==> src/assert_macros.svh <==
// Assertion helpers shared by the RTL files.
// Both macros clock on i_clk and stay quiet while i_rst_n is low.
`ifndef ASSERT_MACROS_SVH
`define ASSERT_MACROS_SVH

// Property must hold at every clock edge out of reset.
`define UXF_ASSERT(lbl, prop, msg) \
    lbl: assert property (@(posedge i_clk) disable iff (!i_rst_n) (prop)) else $error(msg);

// Condition must never be seen at a clock edge out of reset.
`define UXF_NEVER(lbl, cond, msg) \
    lbl: assert property (@(posedge i_clk) disable iff (!i_rst_n) !(cond)) else $error(msg);

`endif

==> src/uxf_pkg.sv <==
// ----------------------------------------------------------------------------
// uxf_pkg
// Types and constants of the XOR-checked UART frame receiver.
// ----------------------------------------------------------------------------
package uxf_pkg;

    localparam logic [7:0] HDR_FIRST        = 8'h55;
    localparam logic [7:0] HDR_SECOND       = 8'hAA;
    localparam logic [7:0] MIN_LENGTH       = 8'd4;
    localparam logic [7:0] CMD_POINT_REPORT = 8'h02;

    typedef enum logic [2:0] {
        PH_HUNT    = 3'd0,
        PH_HDR2    = 3'd1,
        PH_LEN     = 3'd2,
        PH_CMD     = 3'd3,
        PH_SEQLO   = 3'd4,
        PH_SEQHI   = 3'd5,
        PH_PAYLOAD = 3'd6,
        PH_CHECK   = 3'd7
    } t_phase;

    typedef enum logic [1:0] {
        ST_GOOD   = 2'd0,
        ST_SHORT  = 2'd1,
        ST_BADSUM = 2'd2
    } t_status;

    typedef struct packed {
        t_status     status;
        logic [7:0]  command;
        logic [15:0] sequence_res;
        logic [7:0]  payload_count;
        logic        is_point_report;
        logic [7:0]  point_id;
        logic [7:0]  point_type;
        logic [15:0] point_length;
        logic [31:0] point_value;
    } t_result;

endpackage

==> src/uxf_parser.sv <==
// ----------------------------------------------------------------------------
// uxf_parser
// Frame state machine: header hunt, field capture, running XOR and
// data-point decode. Produces at most one result per byte.
// ----------------------------------------------------------------------------
`include "assert_macros.svh"

module uxf_parser #(
    parameter int VALUE_BYTES = 4
) (
    input  logic            i_clk,
    input  logic            i_rst_n,
    input  logic            i_vld,
    input  logic            i_adv,
    input  logic [7:0]      i_byte,
    output logic            o_res_vld,
    output uxf_pkg::t_result o_res
);

    localparam int VW = VALUE_BYTES * 8;
    localparam int OW = (VW < 32) ? VW : 32;

    uxf_pkg::t_phase r_phase, n_phase;
    logic [7:0]      r_len,   n_len;
    logic [7:0]      r_cmd,   n_cmd;
    logic [15:0]     r_seq,   n_seq;
    logic [7:0]      r_seen,  n_seen;
    logic [7:0]      r_xor,   n_xor;
    logic [7:0]      r_pid,   n_pid;
    logic [7:0]      r_ptype, n_ptype;
    logic [15:0]     r_plen,  n_plen;
    logic [VW-1:0]   r_pval,  n_pval;

    logic [7:0] seen_inc;
    logic       len_short;
    logic       sum_good;

    assign seen_inc  = r_seen + 8'd1;
    assign len_short = i_byte < uxf_pkg::MIN_LENGTH;
    assign sum_good  = i_byte == r_xor;

    // next state
    always_comb begin
        n_phase = r_phase;
        if (i_adv) begin
            unique case (r_phase)
                uxf_pkg::PH_HUNT: begin
                    if (i_byte == uxf_pkg::HDR_FIRST) n_phase = uxf_pkg::PH_HDR2;
                end
                uxf_pkg::PH_HDR2: begin
                    if (i_byte == uxf_pkg::HDR_SECOND)     n_phase = uxf_pkg::PH_LEN;
                    else if (i_byte != uxf_pkg::HDR_FIRST) n_phase = uxf_pkg::PH_HUNT;
                end
                uxf_pkg::PH_LEN: begin
                    n_phase = len_short ? uxf_pkg::PH_HUNT : uxf_pkg::PH_CMD;
                end
                uxf_pkg::PH_CMD:   n_phase = uxf_pkg::PH_SEQLO;
                uxf_pkg::PH_SEQLO: n_phase = uxf_pkg::PH_SEQHI;
                uxf_pkg::PH_SEQHI: begin
                    n_phase = (r_len > uxf_pkg::MIN_LENGTH) ? uxf_pkg::PH_PAYLOAD
                                                            : uxf_pkg::PH_CHECK;
                end
                uxf_pkg::PH_PAYLOAD: begin
                    if (seen_inc >= r_len - uxf_pkg::MIN_LENGTH) n_phase = uxf_pkg::PH_CHECK;
                end
                uxf_pkg::PH_CHECK: n_phase = uxf_pkg::PH_HUNT;
                default:           n_phase = uxf_pkg::PH_HUNT;
            endcase
        end
    end

    // frame fields
    always_comb begin
        n_len   = r_len;
        n_cmd   = r_cmd;
        n_seq   = r_seq;
        n_seen  = r_seen;
        n_xor   = r_xor;
        n_pid   = r_pid;
        n_ptype = r_ptype;
        n_plen  = r_plen;
        n_pval  = r_pval;
        if (i_adv) begin
            unique case (r_phase)
                uxf_pkg::PH_HDR2: begin
                    // new frame: clear everything captured so far
                    if (i_byte == uxf_pkg::HDR_SECOND) begin
                        n_len   = '0;
                        n_cmd   = '0;
                        n_seq   = '0;
                        n_seen  = '0;
                        n_xor   = '0;
                        n_pid   = '0;
                        n_ptype = '0;
                        n_plen  = '0;
                        n_pval  = '0;
                    end
                end
                uxf_pkg::PH_LEN: begin
                    if (!len_short) begin
                        n_len = i_byte;
                        n_xor = i_byte;
                    end
                end
                uxf_pkg::PH_CMD: begin
                    n_cmd = i_byte;
                    n_xor = r_xor ^ i_byte;
                end
                uxf_pkg::PH_SEQLO: begin
                    n_seq = {8'h00, i_byte};
                    n_xor = r_xor ^ i_byte;
                end
                uxf_pkg::PH_SEQHI: begin
                    n_seq = {i_byte, r_seq[7:0]};
                    n_xor = r_xor ^ i_byte;
                end
                uxf_pkg::PH_PAYLOAD: begin
                    n_xor  = r_xor ^ i_byte;
                    n_seen = seen_inc;
                    if (r_seen == 8'd0) n_pid   = i_byte;
                    if (r_seen == 8'd1) n_ptype = i_byte;
                    if (r_seen == 8'd2) n_plen  = {r_plen[15:8], i_byte};
                    if (r_seen == 8'd3) n_plen  = {i_byte, r_plen[7:0]};
                    // value lanes: only bytes inside the declared point length
                    for (int j = 0; j < VALUE_BYTES; j++) begin
                        if (r_seen == 8'(4 + j) && 16'(j) < r_plen) begin
                            n_pval[j*8 +: 8] = r_pval[j*8 +: 8] | i_byte;
                        end
                    end
                end
                default: begin
                end
            endcase
        end
    end

    // result
    always_comb begin
        o_res     = '0;
        o_res_vld = 1'b0;
        if (i_vld && r_phase == uxf_pkg::PH_LEN && len_short) begin
            o_res_vld    = 1'b1;
            o_res.status = uxf_pkg::ST_SHORT;
        end else if (i_vld && r_phase == uxf_pkg::PH_CHECK) begin
            o_res_vld           = 1'b1;
            o_res.status        = sum_good ? uxf_pkg::ST_GOOD : uxf_pkg::ST_BADSUM;
            o_res.command       = r_cmd;
            o_res.sequence_res  = r_seq;
            o_res.payload_count = r_len - uxf_pkg::MIN_LENGTH;
            if (sum_good && r_cmd == uxf_pkg::CMD_POINT_REPORT) begin
                o_res.is_point_report = 1'b1;
                o_res.point_id        = r_pid;
                o_res.point_type      = r_ptype;
                o_res.point_length    = r_plen;
                o_res.point_value     = 32'(r_pval[OW-1:0]);
            end
        end
    end

    always_ff @(posedge i_clk) begin
        if (!i_rst_n) begin
            r_phase <= uxf_pkg::PH_HUNT;
            r_len   <= '0;
            r_cmd   <= '0;
            r_seq   <= '0;
            r_seen  <= '0;
            r_xor   <= '0;
            r_pid   <= '0;
            r_ptype <= '0;
            r_plen  <= '0;
            r_pval  <= '0;
        end else begin
            r_phase <= n_phase;
            r_len   <= n_len;
            r_cmd   <= n_cmd;
            r_seq   <= n_seq;
            r_seen  <= n_seen;
            r_xor   <= n_xor;
            r_pid   <= n_pid;
            r_ptype <= n_ptype;
            r_plen  <= n_plen;
            r_pval  <= n_pval;
        end
    end

    `UXF_ASSERT(a_check_returns_to_hunt,
        (i_adv && r_phase == uxf_pkg::PH_CHECK) |=> r_phase == uxf_pkg::PH_HUNT,
        "checksum byte did not end the frame")
    `UXF_ASSERT(a_point_only_when_good,
        (o_res_vld && o_res.is_point_report) |-> o_res.status == uxf_pkg::ST_GOOD,
        "point report on a bad frame")
    `UXF_ASSERT(a_short_result_clear,
        (o_res_vld && o_res.status == uxf_pkg::ST_SHORT) |->
            (o_res.command == 8'd0 && o_res.sequence_res == 16'd0 &&
             o_res.payload_count == 8'd0 && !o_res.is_point_report),
        "short-length result carries frame data")

endmodule

==> src/uxf_out_reg.sv <==
// ----------------------------------------------------------------------------
// uxf_out_reg
// Result register of the receiver: holds one result until it is taken.
// ----------------------------------------------------------------------------
`include "assert_macros.svh"

module uxf_out_reg (
    input  logic             i_clk,
    input  logic             i_rst_n,
    input  logic             i_load,
    input  uxf_pkg::t_result i_res,
    input  logic             i_ready,
    output logic             o_free,
    output logic             o_valid,
    output uxf_pkg::t_result o_res
);

    logic             r_vld;
    uxf_pkg::t_result r_res;

    assign o_free  = !r_vld || i_ready;
    assign o_valid = r_vld;
    assign o_res   = r_res;

    always_ff @(posedge i_clk) begin
        if (!i_rst_n) begin
            r_vld <= 1'b0;
        end else if (i_load) begin
            r_vld <= 1'b1;
        end else if (i_ready) begin
            r_vld <= 1'b0;
        end
    end

    always_ff @(posedge i_clk) begin
        if (i_load) begin
            r_res <= i_res;
        end
    end

    `UXF_NEVER(a_no_overwrite, i_load && r_vld && !i_ready,
        "result overwritten before it was taken")

endmodule

==> src/xor_checked_uart_frame_receiver.sv <==
// ----------------------------------------------------------------------------
// xor_checked_uart_frame_receiver
// Byte-serial deframer for 0x55 0xAA framed packets with an XOR checksum.
// ----------------------------------------------------------------------------
// Input channel: i_valid / o_ready with i_rx_byte, one received UART byte per
// transaction. Output channel: o_valid / i_ready with the result fields; one
// result per completed frame (status good or checksum mismatch) or per length
// byte below four (status short). Other bytes produce no result.
// Throughput: one byte per cycle while the result register does not stall.
// A byte passes an input register, the frame state machine and the result
// register, so its result is valid once both registers have taken it.
// When the result register is full and i_ready is low, a byte that would
// produce a result waits in the input register and o_ready drops; bytes that
// produce no result are not held up by a full result register.
// Reset (synchronous, i_rst_n low) empties both registers and returns the
// state machine to hunting for the first header byte.
// VALUE_BYTES sets how many value bytes of a data-point report are kept.
// ----------------------------------------------------------------------------
module xor_checked_uart_frame_receiver #(
    parameter int VALUE_BYTES = 4
) (
    input  logic        i_clk,
    input  logic        i_rst_n,
    input  logic        i_valid,
    output logic        o_ready,
    input  logic [7:0]  i_rx_byte,
    output logic        o_valid,
    input  logic        i_ready,
    output logic [1:0]  o_status,
    output logic [7:0]  o_command,
    output logic [15:0] o_sequence_res,
    output logic [7:0]  o_payload_count,
    output logic        o_is_point_report,
    output logic [7:0]  o_point_id,
    output logic [7:0]  o_point_type,
    output logic [15:0] o_point_length,
    output logic [31:0] o_point_value
);

    logic             r_in_vld;
    logic [7:0]       r_in_byte;
    logic             res_vld;
    uxf_pkg::t_result res;
    logic             out_free;
    logic             adv;
    uxf_pkg::t_result out_res;

    // advance unless a result is pending and the result register is blocked
    assign adv     = r_in_vld && (!res_vld || out_free);
    assign o_ready = !r_in_vld || adv;

    always_ff @(posedge i_clk) begin
        if (!i_rst_n) begin
            r_in_vld <= 1'b0;
        end else if (o_ready) begin
            r_in_vld <= i_valid;
        end
    end

    always_ff @(posedge i_clk) begin
        if (i_valid && o_ready) begin
            r_in_byte <= i_rx_byte;
        end
    end

    uxf_parser #(
        .VALUE_BYTES(VALUE_BYTES)
    ) u_parser (
        .i_clk     (i_clk),
        .i_rst_n   (i_rst_n),
        .i_vld     (r_in_vld),
        .i_adv     (adv),
        .i_byte    (r_in_byte),
        .o_res_vld (res_vld),
        .o_res     (res)
    );

    uxf_out_reg u_out_reg (
        .i_clk   (i_clk),
        .i_rst_n (i_rst_n),
        .i_load  (adv && res_vld),
        .i_res   (res),
        .i_ready (i_ready),
        .o_free  (out_free),
        .o_valid (o_valid),
        .o_res   (out_res)
    );

    assign o_status          = out_res.status;
    assign o_command         = out_res.command;
    assign o_sequence_res    = out_res.sequence_res;
    assign o_payload_count   = out_res.payload_count;
    assign o_is_point_report = out_res.is_point_report;
    assign o_point_id        = out_res.point_id;
    assign o_point_type      = out_res.point_type;
    assign o_point_length    = out_res.point_length;
    assign o_point_value     = out_res.point_value;

endmodule
==> config.mk <==
export PLATFORM = sky130hd
export DESIGN_NAME = xor_checked_uart_frame_receiver
export DESIGN_NICKNAME = d
export VERILOG_FILES = /design/src/uxf_pkg.sv /design/src/uxf_parser.sv /design/src/uxf_out_reg.sv /design/src/xor_checked_uart_frame_receiver.sv
export VERILOG_INCLUDE_DIRS = /design/src /design/src/src
export SDC_FILE = /design/constraint.sdc
export NUM_CORES = 1
export LEC_CHECK = 0
export BUFFER_PORTS_ARGS = -buffer_cell sky130_fd_sc_hd__buf_4
export CORE_AREA = 2 2 196 198
export CTS_CLUSTER_DIAMETER = 80
export DETAILED_ROUTE_END_ITERATION = 12
export DIE_AREA = 0 0 198 200
export PLACE_DENSITY = 0.51
export SYNTH_ARGS = -nofsm -noshare
export SYNTH_HDL_FRONTEND = slang
export SYNTH_SLANG_ARGS = --single-unit
==> constraint.sdc <==
create_clock -name i_clk -period 9 [get_ports i_clk]
set_clock_uncertainty 0.15 [all_clocks]
set_input_delay 0.45 -clock i_clk [delete_from_list [all_inputs] [get_ports i_clk]]
set_output_delay 0.45 -clock i_clk [all_outputs]
set_load 0.01 [all_outputs]
# Yosys cells after proc, flatten, opt, wreduce, memory -nomap -nowiden
# Cells that the tools add are included.
[word_totals]
rom_bits = 0
n_memories = 0
word_cells = 157
register_bits = 224
output_inout_bits = 101
ramBits = 0
latchBits = 0
input_bits = 12
[op_classes]
div_mod_pow = 0
n_reduce_logical = 44
n_eq_ne = 33
addsub = 2
n_mul = 0
mux = 35
n_lt_le_gt_ge = 7
bitwise_logic = 8
n_shift = 0
[op_table]
columns = ["operator", "count"]
rows = [
  ["$mux W98", 1],
  ["$pmux W8 S2", 5],
  ["$mux W8", 9],
  ["$mux W65", 1],
  ["$pmux W32 S2", 1],
  ["$pmux W16 S3", 1],
  ["$reduce_and A4 Y1", 11],
  ["$eq A8 B3 Y1 const B", 4],
  ["$lt A1 B16 Y1 const A", 2],
  ["$lt A2 B16 Y1 const A", 2],
  ["$mux W16", 2],
  ["$mux W32", 1],
  ["$or A8 B8 Y8", 4],
  ["$pmux W16 S2", 1],
  ["$eq A8 B2 Y1 const B", 3],
  ["$pmux W3 S8", 1],
  ["$pmux W8 S3", 1],
  ["$ne A2 B1 Y1 const B", 11],
  ["$eq A3 B3 Y1 const B", 4],
  ["$mux W3", 4],
  ["$logic_and A1 B1 Y1", 11],
  ["$reduce_bool A2 Y1", 5],
  ["$reduce_and A3 Y1", 3],
  ["$add A8 B1 Y8 const B", 1],
  ["26 further kinds", 40],
]

# Longest topological paths before layout
[depth]
depth_word = 9
depth_mapped = 10
mapped_depth_nobuf = 10

# By module
# From an unflattened synthesis, not the netlist that was laid out.
[hier_totals]
cells_unflattened = 862
area_unflattened_um2 = 9427.8
[modules_own_cells]
columns = ["mod", "instances", "seq_area_each_um2", "area_each_um2", "cells_per_inst"]
rows = [
  ["uxf_parser", 1, 2302.2, 6083.3, 743],
  ["uxf_out_reg", 1, 2992.9, 3021.6, 103],
  ["xor_checked_uart_frame_receiver", 1, 260.2, 322.8, 16],
]

# Worst setup path before layout
# Ideal clock, no wire load.
[synth_timing]
path_kind = "register to register"
from = "register r_in_byte[4]"
to = "register u_out_reg.r_res (netlist bit u_out_reg.o_res[0]) (enable)"
n_path_buf = 1
setup_time_ps = 558
t_required_ps = 8292
path_stages_with_launch = 6
path_slack_ps = 2853
arrival_time_ps = 5439
period_less_slack_ps = 6147
path_cell_list = "edfxtp_1 -> clkbuf_1 -> or3_1 -> o31ai_1 -> nand3_1 -> nor2_1"
[synth_between]
elab_chain_len = 7
[synth_rtl]
columns = ["element", "line_no", "source"]
rows = [
  ["start, declared", "xor_checked_uart_frame_receiver.sv:41", "logic [7:0] r_in_byte;"],
  ["start signal, assigned", "xor_checked_uart_frame_receiver.sv:62", "r_in_byte <= i_rx_byte;"],
  ["$lt A8 B3 Y1 *", "uxf_parser.sv:39", "assign len_short = i_byte < uxf_pkg::MIN_LENGTH;"],
  ["$logic_and A1 B1 Y1 *", "uxf_parser.sv:141", "if (i_vld && r_phase == uxf_pkg::PH_LEN && len_short) begin"],
  ["$mux W1 *", "uxf_parser.sv:141", ""],
  ["$logic_not A1 Y1", "xor_checked_uart_frame_receiver.sv:49", "assign adv = r_in_vld && (!res_vld || out_free);"],
  ["$logic_or A1 B1 Y1", "xor_checked_uart_frame_receiver.sv:49", ""],
  ["$logic_and A1 B1 Y1", "xor_checked_uart_frame_receiver.sv:49", ""],
  ["$logic_and A1 B1 Y1 *", "xor_checked_uart_frame_receiver.sv:81", ".i_load (adv && res_vld),"],
  ["named net u_out_reg.i_load", "uxf_out_reg.sv:10", "input logic i_load,"],
  ["end signal, assigned", "uxf_out_reg.sv:37", "r_res <= i_res;"],
  ["end, declared", "uxf_out_reg.sv:19", "uxf_pkg::t_result r_res;"],
]
# The timed path passes the listed nets; every way through them passes the cells marked *.
# A chain may end at the register's enable or synchronous reset.

# Worst setup path after layout
[layout_timing]
from = "register r_in_byte[3]"
to = "register u_out_reg.r_res (netlist bit u_out_reg.o_res[65]) (enable)"
# The elaborated chain is that of the path after synthesis.

==> results.py <==
metrics = {
    "layout": {
        "multi_input_area_sq_mm": 0.00346,
        "utilization_pct": 30.7,
        "fin_cells": 1433,
        "drive_gt1_share_pct": 19.8,
        "areaGrowthSynthToFinish_pct": 23.6,
        "n_antenna_cell": 0,
        "regArea_sq_mm": 0.00556,
        "nets": 930,
        "layout_common_cells": "buf_4 (121), dfxtp_1 (117), edfxtp_1 (107)",
        "num-fill-cells": 3807,
        "layout_commonest_cell": "buf_4",
    },
    "routing": {
        "routed_wl_um": 23600,
        "drc_errors": 0,
        "vias_per_cell": 4.35,
        "firstDrtPassIters": 6,
        "ant_nets": 0,
        "drt_iter0_markers": 413,
        "post_drt_wl_per_cell_um": 16.5,
        "via_count": 6227,
    },
    "clock_network": {
        "cts_tree": "yes",
        "clk_root_buffer_cell": "clkbuf_16",
        "cts_resized": 0,
        "clock_path_buffers": 3,
        "clkLatencyLatePin_ns": 0.51,
        "cts.sinks": 224,
        "post_cts_buffers": 0,
        "cts_buffers": 25,
        "clkTransAtPathRegs_ns": 0.06,
        "h-tree-depth": 1,
    },
    "global_route": {
        "grt_pass1_wl_um": 36500,
        "antenna_found_initial": 0,
        "grt_pass1_vias": 6381,
        "track_usage_pct": 11.8,
        "overflow": 0,
        "grt_max_degree": 85,
    },
    "die": {
        "core.rowCount": 71,
        "die_x_um": 198,
        "io_pins": 113,
        "fp.dieH_um": 200,
        "floorplan.die_area_sq_mm": 0.0396,
        "core_sq_mm": 0.0374,
        "start_util_pct": 24.8,
    },
    "power_and_ir_drop": {
        "p_per_area_mw_per_mm2": 183,
        "p_total_mw": 2.10,
        "peakVddDrop_mv": 0.104,
        "leakagePower_nw": 4.62,
    },
    "placed_design": {
        "place.gp.congestion": 0.810,
        "dp_hpwl_um": 16100,
        "numPortBuffers": 112,
        "dp_cells": 1379,
    },
    "timing": {
        "timing.hold.ws_ns": 0.134,
        "worst_pin_slew_ns": 1.05,
        "fin_crit_ns": 3.73,
        "rsz0062_at_grt": "false",
        "final-hold-violation-count": 0,
        "post-route-period-util_pct": 41.4,
        "slew_headroom_pct": 30.0,
        "setup_tns_ns": 0,
        "fmax_mhz": 268,
        "drv_slew": 0,
        "finalSetupViolations": 0,
    },
    "worst_setup_path": {
        "crit_path_top_delay_cell": "buf_4",
        "cp-start-kind": "register",
        "worst_r2r_path_depth": 5,
        "rrSetupSlack_ns": 5.27,
        "required_ns": 8.98,
        "path_cells": "or3_1 -> o31ai_1 -> nand3_1 -> nor2_4 -> buf_4",
        "cp.arrival_ns": 3.71,
        "cp_slowest_stage_delay_ns": 0.86,
        "critical_path.endpoint_type": "register",
        "critical_path_peak_fanout": 79,
        "crit_type": "reg -> reg",
    },
    "synth": {
        "avgSynthCellArea_sq_um": 11.6,
        "synth-seq-cells": 224,
        "synthFlopType": "dfxtp_1",
        "synth-seq-area-share_pct": 59.8,
        "synth_edf_count": 107,
        "syn_nets": 827,
        "ys_warn_count": 0,
        "async_flop_share_pct": 0,
        "synthCells": 801,
        "yosys.cell_types.count": 61,
        "syn_area_sq_mm": 0.00928,
    },
    "status": {
        "run_status": "finished, final reports clean",
    },
    "hold_path": {
        "hold_class": "in -> reg",
        "hold_depth": 3,
    },
    "job": {
        "drv_cap": 0,
    },
}
synthesized netlist by cell type (all sizes together) (8+ instances only):
| cell | number | share of area [%] |
|---|---|---|
| edfxtp | 107 | 35 |
| buf | 18 | 1.1 |
| nand3 | 33 | 1.8 |
| dfxtp | 117 | 25 |
| nor2b | 8 | 0.54 |
| a22o | 48 | 4.5 |
| o21ai | 24 | 1.3 |
| nand2 | 96 | 3.9 |
| mux2i | 42 | 4.5 |
| o311ai | 9 | 0.85 |
| and2 | 90 | 6.1 |
| inv | 9 | 0.36 |
| xnor2 | 15 | 1.4 |
| nor3 | 11 | 0.75 |
| nor2 | 36 | 1.6 |
| ha | 14 | 1.9 |
| clkbuf | 36 | 1.5 |
| nor4 | 9 | 1.1 |
critical path, delay by kind of cell, from the launching register on:
family                 cells  cell delay, ns
buffers and inverters      1            0.86
DFF                        1            0.74
AOI/OAI and AO/OA          1            0.26
and+or+nand+nor            3            1.20
per-layer routing:
layer,track usage [%],wire length [um]
met4,3.90,592
met3,2.54,1290
met1,15.8,11000
met2,19.1,10700
met5,0,0
cell families after synthesis:
logic type / count (synthesis) / share of synthesized area, %
buffers and inverters: 63 / 2.97
AND/OR/NAND/NOR: 322 / 19.4
AO/OA/AOI/OAI: 117 / 9.60
XOR/XNOR: 18 / 1.70
flip-flops: 224 / 59.8
multiplexers: 43 / 4.65
adder cells (fa/ha/maj): 14 / 1.89
per-stage QoR:
stage	setup slack, ns	instance area [sq um]
after floorplan	2.85	9280
after global placement	5.28	10600
after detailed placement	5.24	10600
after CTS	5.22	11500
after global routing	4.94	11500
final	5.27	11500
sequential cells by signal (all words and copies together) (netlist names):
name	flops
u_out_reg.o_res	99
u_parser.r_pval	32
u_parser.r_cmd	8
u_out_reg.o_valid	1
u_parser.r_pid	8
u_parser.r_seq	16
u_parser.r_seen	8
u_parser.r_plen	16
u_parser.r_len	8
u_parser.r_xor	8
u_parser.r_phase	3
r_in_byte	8
u_parser.r_ptype	8
r_in_vld	1
power by group:
group	leakage [nW]	switching (mW)	internal, mW
Clock	0.383	0.409	0.572
Sequential	2.17	0.0125	1.06
Combinational	2.06	0.0270	0.0137
repair_timing:
| action | in CTS | in global routing |
|---|---|---|
| endpoints found under the hold margin | 9 | 0 |
| hold buffers | 9 | 0 |
| endpoints found under the setup margin | 0 | 0 |
worst paths after layout:
kind,startpoint,endpoint
min,i_ready,u_out_reg.o_valid
max reg2reg,r_in_byte[3],u_out_reg.o_res[65]
min reg2reg,u_parser.r_seq[11],u_parser.r_seq[11]
max,r_in_byte[3],u_out_reg.o_res[65]
cell type report:
cell class | instances | area share [%]
tap | 511 | 5.57
clock buffer | 27 | 5.60
clock inverter | 18 | 1.25
sequential | 224 | 48.4
multi-input combinational | 514 | 30.2
inverter | 9 | 0.294
timing repair buffer | 130 | 8.70
(Power assumes the default switching activity.)
